`src/rtl/core/mmd_pkg.sv`:
```
// Shared types, character codes and helper functions for the meter message deframer.
// Depends on nothing; imported by meter_message_deframer and the testbench.
package mmd_pkg;

  // Message framing
  localparam int MsgLen = 16;
  localparam int PosW   = $clog2(MsgLen);

  // Byte positions inside a message
  localparam int StampFirst = 1;
  localparam int StampLast  = 4;
  localparam int StampSep   = 5;
  localparam int SignPos    = 8;
  localparam int ValFirst   = 9;
  localparam int ValLast    = 14;

  // Field widths
  localparam int ByteW    = 8;
  localparam int StampW   = 16;
  localparam int ReadW    = 38;
  localparam int MagW     = ReadW - 1;
  localparam int ValAccW  = 20;   // six decimal digits
  localparam int ScaleW   = 17;   // up to 10^5
  localparam int FracW    = 3;
  localparam int StatusW  = 2;
  localparam int TuserW   = 3;
  localparam int TdataW   = 168;  // 163 bits of fields, padded to bytes

  // Configuration port
  localparam int CfgAddrW = 2;
  localparam int CfgDataW = 16;
  localparam logic [CfgAddrW-1:0] CFG_LAG_LIMIT     = 2'd0;
  localparam logic [CfgAddrW-1:0] CFG_RECORD_ENABLE = 2'd1;
  localparam logic [CfgDataW-1:0] LAG_LIMIT_RESET   = 16'd1000;

  // Status codes
  localparam logic [StatusW-1:0] STATUS_OK        = 2'd0;
  localparam logic [StatusW-1:0] STATUS_BAD_STAMP = 2'd1;
  localparam logic [StatusW-1:0] STATUS_BAD_VALUE = 2'd2;

  // Character codes
  localparam logic [ByteW-1:0] CH_X     = 8'h58;
  localparam logic [ByteW-1:0] CH_Y     = 8'h59;
  localparam logic [ByteW-1:0] CH_LF    = 8'h0A;
  localparam logic [ByteW-1:0] CH_MINUS = 8'h2D;
  localparam logic [ByteW-1:0] CH_SPACE = 8'h20;
  localparam logic [ByteW-1:0] CH_DOT   = 8'h2E;
  localparam logic [ByteW-1:0] CH_0     = 8'h30;
  localparam logic [ByteW-1:0] CH_9     = 8'h39;
  localparam logic [ByteW-1:0] CH_LA    = 8'h61;
  localparam logic [ByteW-1:0] CH_LF_HEX = 8'h66;  // 'f'
  localparam logic [ByteW-1:0] CH_UA    = 8'h41;
  localparam logic [ByteW-1:0] CH_UF    = 8'h46;

  // Framing state
  typedef enum logic [2:0] {
    HUNT      = 3'b001,
    COLLECT_X = 3'b010,
    COLLECT_Y = 3'b100
  } hunt_t;

  // One result word before packing
  typedef struct packed {
    logic [StatusW-1:0]      status;
    logic                    channel;
    logic [StampW-1:0]       stamp;
    logic signed [ReadW-1:0] reading;
    logic [StampW-1:0]       period;
    logic [StampW-1:0]       lag;
    logic                    point_valid;
    logic signed [ReadW-1:0] point_x;
    logic signed [ReadW-1:0] point_y;
  } result_t;

  // Hex digit decode: {valid, value}
  function automatic logic [4:0] hex_digit(input logic [ByteW-1:0] c);
    logic [4:0] r;
    r = 5'd0;
    if (c >= CH_0 && c <= CH_9) begin
      r = {1'b1, 4'(c - CH_0)};
    end else if (c >= CH_LA && c <= CH_LF_HEX) begin
      r = {1'b1, 4'(c - CH_LA + 8'd10)};
    end else if (c >= CH_UA && c <= CH_UF) begin
      r = {1'b1, 4'(c - CH_UA + 8'd10)};
    end
    return r;
  endfunction

  // Scale factor 10^(5 - frac)
  function automatic logic [ScaleW-1:0] frac_scale(input logic [FracW-1:0] frac);
    logic [ScaleW-1:0] s;
    case (frac)
      3'd0:    s = 17'd100000;
      3'd1:    s = 17'd10000;
      3'd2:    s = 17'd1000;
      3'd3:    s = 17'd100;
      3'd4:    s = 17'd10;
      default: s = 17'd1;
    endcase
    return s;
  endfunction

endpackage

```
`src/rtl/core/meter_message_deframer.sv`:
```
// Meter message deframer: frames and parses 16-byte meter messages from a byte stream.
// Depends on mmd_pkg for types, character codes and decode functions.
//
//  channel   dir  tdata / data                      tuser               last
//  s_*       in   [7:0] rx_byte                      -                   -
//  m_*       out  stamp, reading, period, lag, ...   [1:0] status, [2] ch -
//  cfg_*     in   cfg_wdata (index 0 lag_limit,      -                   -
//                 index 1 record_enable)
//
// One byte is taken per cycle while s_tready is high. Timestamp and value are
// accumulated as their bytes arrive; the final byte of a message does one 20x17
// scale multiply and the stamp compares, and the result word is registered at the
// same edge. A two-entry output (register plus skid) lets input flow on while a
// result waits; s_tready drops only while both entries are full. Reset is
// synchronous and clears framing, last stamps, last readings and configuration.
module meter_message_deframer (
  input  logic                          clk,
  input  logic                          rst,
  // input bytes
  input  logic                          s_tvalid,
  output logic                          s_tready,
  input  logic [7:0]                    s_tdata,   // [7:0] rx_byte
  // results
  output logic                          m_tvalid,
  input  logic                          m_tready,
  output logic [mmd_pkg::TdataW-1:0]    m_tdata,   // stamp[15:0], reading[53:16],
                                                   // period[69:54], lag[85:70],
                                                   // point_valid[86], point_x[124:87],
                                                   // point_y[162:125], zero pad
  output logic [mmd_pkg::TuserW-1:0]    m_tuser,   // status[1:0], channel[2]
  // configuration
  input  logic                          cfg_wen,
  input  logic [mmd_pkg::CfgAddrW-1:0]  cfg_addr,
  input  logic [mmd_pkg::CfgDataW-1:0]  cfg_wdata
);
  import mmd_pkg::*;

  localparam logic [PosW-1:0] LastPos = PosW'(MsgLen - 1);

  // Configuration registers
  logic [CfgDataW-1:0] lag_limit;
  logic                record_enable;

  // Framing and parse state
  hunt_t               hunt, hunt_next;
  logic [PosW-1:0]     pos, pos_next;
  logic [StampW-1:0]   stamp_acc, stamp_acc_next;
  logic                stamp_bad, stamp_bad_next;
  logic                neg, neg_next;
  logic [ValAccW-1:0]  val_acc, val_acc_next;
  logic [FracW-1:0]    val_frac, val_frac_next;
  logic                val_point, val_point_next;
  logic                val_digit, val_digit_next;
  logic                val_bad, val_bad_next;

  // Per-meter history
  logic [StampW-1:0]       last_stamp_x, last_stamp_y;
  logic signed [ReadW-1:0] last_reading_x, last_reading_y;

  // Output register and skid
  result_t out_word, skid_word, res;
  logic    skid_valid;
  logic    res_valid;

  logic              accept;
  logic [ByteW-1:0]  c;
  logic [4:0]        hex;
  logic              is_digit;
  logic              chan;
  logic [MagW-1:0]   mag;
  logic signed [ReadW-1:0] reading_ok;
  logic [StampW-1:0] period_ok, lag_ok;
  logic              ok;
  logic              out_free;

  assign s_tready = !skid_valid;
  assign accept   = s_tvalid && s_tready;
  assign c        = s_tdata;
  assign hex      = hex_digit(c);
  assign is_digit = (c >= CH_0) && (c <= CH_9);
  assign out_free = !m_tvalid || m_tready;

  // Framing and incremental field parsing
  always_comb begin
    hunt_next      = hunt;
    pos_next       = pos;
    stamp_acc_next = stamp_acc;
    stamp_bad_next = stamp_bad;
    neg_next       = neg;
    val_acc_next   = val_acc;
    val_frac_next  = val_frac;
    val_point_next = val_point;
    val_digit_next = val_digit;
    val_bad_next   = val_bad;
    res_valid      = 1'b0;
    chan           = (hunt == COLLECT_Y);
    if (accept) begin
      unique case (hunt)
        HUNT: begin
          if (c == CH_X || c == CH_Y) begin
            hunt_next      = (c == CH_X) ? COLLECT_X : COLLECT_Y;
            pos_next       = PosW'(1);
            stamp_acc_next = '0;
            stamp_bad_next = 1'b0;
            neg_next       = 1'b0;
            val_acc_next   = '0;
            val_frac_next  = '0;
            val_point_next = 1'b0;
            val_digit_next = 1'b0;
            val_bad_next   = 1'b0;
          end
        end
        COLLECT_X, COLLECT_Y: begin
          // a letter inside a message retargets the channel
          if (c == CH_X) begin
            hunt_next = COLLECT_X;
            chan      = 1'b0;
          end else if (c == CH_Y) begin
            hunt_next = COLLECT_Y;
            chan      = 1'b1;
          end
          // timestamp digits and separator
          if (pos >= PosW'(StampFirst) && pos <= PosW'(StampLast)) begin
            if (hex[4]) begin
              stamp_acc_next = {stamp_acc[StampW-5:0], hex[3:0]};
            end else begin
              stamp_bad_next = 1'b1;
            end
          end
          if (pos == PosW'(StampSep) && c != CH_SPACE) begin
            stamp_bad_next = 1'b1;
          end
          if (pos == PosW'(SignPos)) begin
            neg_next = (c == CH_MINUS);
          end
          // value characters
          if (pos >= PosW'(ValFirst) && pos <= PosW'(ValLast)) begin
            if (is_digit) begin
              val_acc_next   = (val_acc << 3) + (val_acc << 1) + ValAccW'(c - CH_0);
              val_digit_next = 1'b1;
              if (val_point) begin
                val_frac_next = val_frac + FracW'(1);
              end
            end else if (c == CH_DOT && !val_point) begin
              val_point_next = 1'b1;
            end else begin
              val_bad_next = 1'b1;
            end
          end
          // end of message or early line feed
          if (pos == LastPos) begin
            hunt_next = HUNT;
            pos_next  = '0;
            res_valid = 1'b1;
          end else begin
            pos_next = pos + PosW'(1);
            if (c == CH_LF) begin
              hunt_next = HUNT;
              pos_next  = '0;
            end
          end
        end
        default: begin
          hunt_next = HUNT;
          pos_next  = '0;
        end
      endcase
    end
  end

  // Result word for a completed message
  assign mag        = MagW'(val_acc) * MagW'(frac_scale(val_frac));
  assign reading_ok = neg ? -$signed({1'b0, mag}) : $signed({1'b0, mag});
  assign period_ok  = chan ? (stamp_acc - last_stamp_y) : (stamp_acc - last_stamp_x);
  assign lag_ok     = chan ? (stamp_acc - last_stamp_x) : (stamp_acc - last_stamp_y);
  assign ok         = !stamp_bad && !val_bad && val_digit;

  always_comb begin
    res             = '0;
    res.channel     = chan;
    res.point_x     = last_reading_x;
    res.point_y     = last_reading_y;
    if (stamp_bad) begin
      res.status = STATUS_BAD_STAMP;
    end else if (!ok) begin
      res.status = STATUS_BAD_VALUE;
      res.stamp  = stamp_acc;
    end else begin
      res.status      = STATUS_OK;
      res.stamp       = stamp_acc;
      res.reading     = reading_ok;
      res.period      = period_ok;
      res.lag         = lag_ok;
      res.point_valid = (lag_ok < lag_limit) && record_enable;
      if (chan) begin
        res.point_y = reading_ok;
      end else begin
        res.point_x = reading_ok;
      end
    end
  end

  // Configuration writes
  always_ff @(posedge clk) begin
    if (rst) begin
      lag_limit     <= LAG_LIMIT_RESET;
      record_enable <= 1'b1;
    end else if (cfg_wen) begin
      unique case (cfg_addr)
        CFG_LAG_LIMIT:     lag_limit     <= cfg_wdata;
        CFG_RECORD_ENABLE: record_enable <= cfg_wdata[0];
        default:           ;
      endcase
    end
  end

  // Framing state
  always_ff @(posedge clk) begin
    if (rst) begin
      hunt <= HUNT;
      pos  <= '0;
    end else begin
      hunt <= hunt_next;
      pos  <= pos_next;
    end
  end

  // Parse accumulators
  always_ff @(posedge clk) begin
    stamp_acc <= stamp_acc_next;
    stamp_bad <= stamp_bad_next;
    neg       <= neg_next;
    val_acc   <= val_acc_next;
    val_frac  <= val_frac_next;
    val_point <= val_point_next;
    val_digit <= val_digit_next;
    val_bad   <= val_bad_next;
  end

  // Per-meter history, updated by good messages only
  always_ff @(posedge clk) begin
    if (rst) begin
      last_stamp_x   <= '0;
      last_stamp_y   <= '0;
      last_reading_x <= '0;
      last_reading_y <= '0;
    end else if (res_valid && ok) begin
      if (chan) begin
        last_stamp_y   <= stamp_acc;
        last_reading_y <= reading_ok;
      end else begin
        last_stamp_x   <= stamp_acc;
        last_reading_x <= reading_ok;
      end
    end
  end

  // Output register with skid entry
  always_ff @(posedge clk) begin
    if (rst) begin
      m_tvalid   <= 1'b0;
      skid_valid <= 1'b0;
    end else if (out_free) begin
      if (skid_valid) begin
        m_tvalid   <= 1'b1;
        skid_valid <= res_valid;
      end else begin
        m_tvalid <= res_valid;
      end
    end else if (res_valid) begin
      skid_valid <= 1'b1;
    end
  end

  always_ff @(posedge clk) begin
    if (out_free) begin
      if (skid_valid) begin
        out_word  <= skid_word;
        skid_word <= res;
      end else begin
        out_word <= res;
      end
    end else if (res_valid) begin
      skid_word <= res;
    end
  end

  // Pack the word
  assign m_tuser = {out_word.channel, out_word.status};
  assign m_tdata = {5'd0, out_word.point_y, out_word.point_x, out_word.point_valid,
                    out_word.lag, out_word.period, out_word.reading, out_word.stamp};

endmodule

```
`config.mk`:
```
export PLATFORM = sky130hd
export DESIGN_NAME = meter_message_deframer
export DESIGN_NICKNAME = d
export VERILOG_FILES = /design/src/rtl/core/mmd_pkg.sv /design/src/rtl/core/meter_message_deframer.sv
export SDC_FILE = /design/constraint.sdc
export NUM_CORES = 1
export LEC_CHECK = 0
export BUFFER_PORTS_ARGS = -buffer_cell sky130_fd_sc_hd__buf_2
export CORE_MARGIN = 5
export CORE_UTILIZATION = 40
export DETAILED_ROUTE_END_ITERATION = 16
export GPL_TIMING_DRIVEN = 0
export PLACE_DENSITY = 0.61
export SYNTH_ARGS = -nofsm -noshare
export SYNTH_HDL_FRONTEND = slang
export SYNTH_SLANG_ARGS = --single-unit
export TNS_END_PERCENT = 50
```
`constraint.sdc`:
```
create_clock -name clk -period 52.3 [get_ports clk]
set_input_delay 10.46 -clock clk [delete_from_list [all_inputs] [get_ports clk]]
set_output_delay 10.46 -clock clk [all_outputs]
set_load 0.05 [all_outputs]
```
==> flow_summary.ini <==
[status]
outcome = completed

[logic_synthesis]
ys_ff_latch = 510
synth_top_family_by_area = adder cells
yosysSeqAreaShare_pct = 40.2
synth_area_um2 = 34800
synth_xor_area_share_pct = 2.86
synthAdderAreaFrac_pct = 21.4
synthArstFlopShare_pct = 0
synth_cell_types = 97
synth-compound-area-share_pct = 10.8
synthMuxAreaShare_pct = 3.97
avgSynthCellArea_um2 = 10.1
synthSimpleGateAreaFrac_pct = 13.9
synth_edf_count = 376
ys.flop_type = edfxtp_1
synth_cells = 3442
yosysWarnings = 0

[drt]
antenna_left = 0
wirelength_mm = 95.4
drtIter0Drc = 1981
drt-wirelength-per-cell_um = 19.4
route.detailed.drc = 0
drt_first_pass_iters = 6
vias = 25300
viasPerCell = 5.16

[worst_setup_path]
critPathLaunch = s_tdata[5]
cp_max_fo = 10
start_kind = primary input
path_class = primary input to register
required_ns = 52.79
r2r_slack_ns = 41.49
cp-endpoint = m_tdata[86]
reg2reg_to = m_tdata[119]
critPathCaptureType = register
regToRegStartpoint = val_frac[1]
critPathArrivalTime_ns = 15.31
r2r_cells = 29

[clocking]
cts_resized = 0
holdBufCountCts = 0
htree_levels = 2
cts_tree = yes
clk_pin_slew_ns = 0.06
max-clock-path-buffers = 3
cts_made_buffers = 54
cts_setup_buffers = 0
clock-sinks = 510
clock_latency_ns = 0.63
cts-root-buf = clkbuf_16

[global_routing]
grt_usage_pct = 20.1
grt-ovfl-total = 0
gr-max-usage-layer = met2
grt_max_degree = 71
grt_pass1_vias = 25100
met1_usage_pct = 28.0
grt_first_pass_wirelength_mm = 149
antenna_found_initial = 1
met2_usage_pct = 32.7
met3_usage_pct = 3.48

[job]
timing.max_cap.violations = 0

[layout]
area_growth_pct = 13.0
n_antenna_cell = 0
drive_gt1_share_pct = 12.0
stdcell_area_um2 = 39300
fin_util_pct = 45.4
fin_nets = 4197

[timing]
finalClockSkew_ns = 0.0345
rsz0062_at_grt = no
finalSetupViolations = 0
period_share_pct = 28.3
fin_crit_ns = 14.82
worst_pin_slew_ns = 1.42
max_freq_mhz = 67.5
finalHoldViolCount = 0
setup_tns_ns = 0
maxSlewViolCount = 0
relSlewSlack_pct = 4.64

[place]
place.gp.congestion = 0.919
portBuffers = 195
dp_hpwl_mm = 75.6
place_area_um2 = 37500

[die]
die_h_um = 305
core_area_um2 = 86500
die-area_um2 = 92900
start_util_pct = 40.2
die-width_um = 305
rows = 108
ios = 204

[power]
p_clk_share_pct = 43.9
peakVddDrop_uv = 26.8
p_leak_nw = 17.4
pwr-share-seq_pct = 48.2
p_per_area_nw_per_um2 = 22.7
p_int_uw = 681
p_comb_share_pct = 7.9
sw_frac_of_total_pct = 23.7
p_sw_uw = 212

[hold_path]
min_path_type = register to register
-- worst max-delay path, cell delays in order --
cell and delay, ns:
buf_2 0.15, inv_1 0.09, ha_1 0.20, nand3b_1 0.12
nor3_1 0.08, a21oi_1 0.14, o21ai_0 0.10, a22oi_1 0.93
clkinv_1 0.55, buf_1 0.42, mux2i_1 0.55, ha_1 0.35
nand3_1 0.11, nor2_1 0.05, nand2_1 0.08, nor2_1 0.06
a221oi_1 0.27, o221ai_1 0.16, a41oi_1 0.22, mux2_2 0.20
-- per-layer routing --
layer,vias to the layer above,share of wire [%]
li1,12100,-
met1,12200,44
met2,839,46
met3,149,6.8
met4,0,2.9
met5,-,0
-- layout by cell type, fill, tap and decap left out, types with 59 or more instances in the layout --
cell type and count:
xnor2_1 71, nor3_1 59, ha_1 231, a21oi_1 155, o21ai_0 111, dfxtp_1 134
edfxtp_1 376, mux2_2 103, fa_1 227, buf_2 202, inv_1 455, nand2_1 407
and2_1 110, nor2_1 271, clkbuf_1 161
-- how the worst min path moves through the flow --
stage | end | start | depth (start not counted) | slack [ns]
2_1_floorplan | lag_limit[0] | lag_limit[0] | 2 | 0.43
3_3_place_gp | last_stamp_y[11] | last_stamp_y[11] | 2 | 0.44
3_5_place_dp | last_stamp_x[7] | last_stamp_x[7] | 2 | 0.45
4_1_cts | last_stamp_x[7] | last_stamp_x[7] | 2 | 0.46
5_1_grt | last_stamp_x[2] | last_stamp_x[2] | 2 | 0.47
6_report | last_stamp_y[10] | last_stamp_y[10] | 2 | 0.45
-- registers in the layout, summed over array words and instances (netlist names), 3 cells and up --
signal and cells:
pos 4, m_tdata 163, last_reading_x 38, stamp_acc 16, skid_word 166, last_stamp_y 16
last_stamp_x 16, lag_limit 16, val_frac 3, val_acc 20, m_tuser 3, last_reading_y 38
hunt 3
-- through the flow --
stage | hold WS, ns | total power, mW | cells | setup WS (ns)
floorplan | 0.431 | 0.488 | 3446 | 22.66
global placement | 0.442 | 0.508 | 4796 | 8.01
detailed placement | 0.446 | 0.508 | 4807 | 36.95
CTS | 0.455 | 0.899 | 4909 | 37.60
global route | 0.466 | 0.923 | 4909 | 37.09
finish | 0.453 | 0.892 | 4909 | 37.48
-- cells in the mapped netlist (29+ instances only) --
master	instances	area share, %
nor2b_1	35	0.63
and2_1	110	2.0
ha_1	231	8.3
inv_1	455	4.9
a211oi_1	55	1.2
o31ai_1	54	1.2
clkbuf_1	145	1.6
xnor2_1	71	1.8
nor2_1	271	2.9
nand3_1	29	0.42
a21o_1	35	0.76
fa_1	227	13
a21oi_1	157	2.3
dfxtp_1	134	7.7
and3_1	47	0.85
nand2_1	407	4.4
mux2_2	103	3.3
nor3_1	60	0.86
edfxtp_1	376	32
o21ai_0	112	1.6
xor2_1	35	0.88
-- cell families (layout without fill, tap and decap cells) --
| family | Yosys count | after routing |
|---|---|---|
| AOI/OAI and AO/OA | 569 | 569 |
| xor gates and xnor gates | 110 | 110 |
| adders and majority gates | 458 | 458 |
| buffers and inverters | 625 | 933 |
| DFF | 510 | 510 |
| muxes | 124 | 124 |
| other | 1 | 5 |
| and+or+nand+nor | 1045 | 1045 |
-- power groups by stage --
stage | logic, mW | registers [mW] | clock network (mW)
after floorplan | 0.0492 | 0.439 | 0
after global placement | 0.0692 | 0.439 | 0
after detailed placement | 0.0697 | 0.439 | 0
after CTS | 0.0701 | 0.430 | 0.399
after global routing | 0.0780 | 0.430 | 0.415
final | 0.0704 | 0.430 | 0.392
-- area by class of cell --
type | count | area [µm²]
Multi-Input combinational cell | 2311 | 18500
Fill cell | 8239 | 47200
Tap cell | 1155 | 1450
Sequential cell | 510 | 14000
Clock inverter | 25 | 299
Inverter | 457 | 1720
Buffer | 168 | 682
Clock buffer | 77 | 1510
Timing Repair Buffer | 206 | 1220
Power figures use the tool's default switching activity.
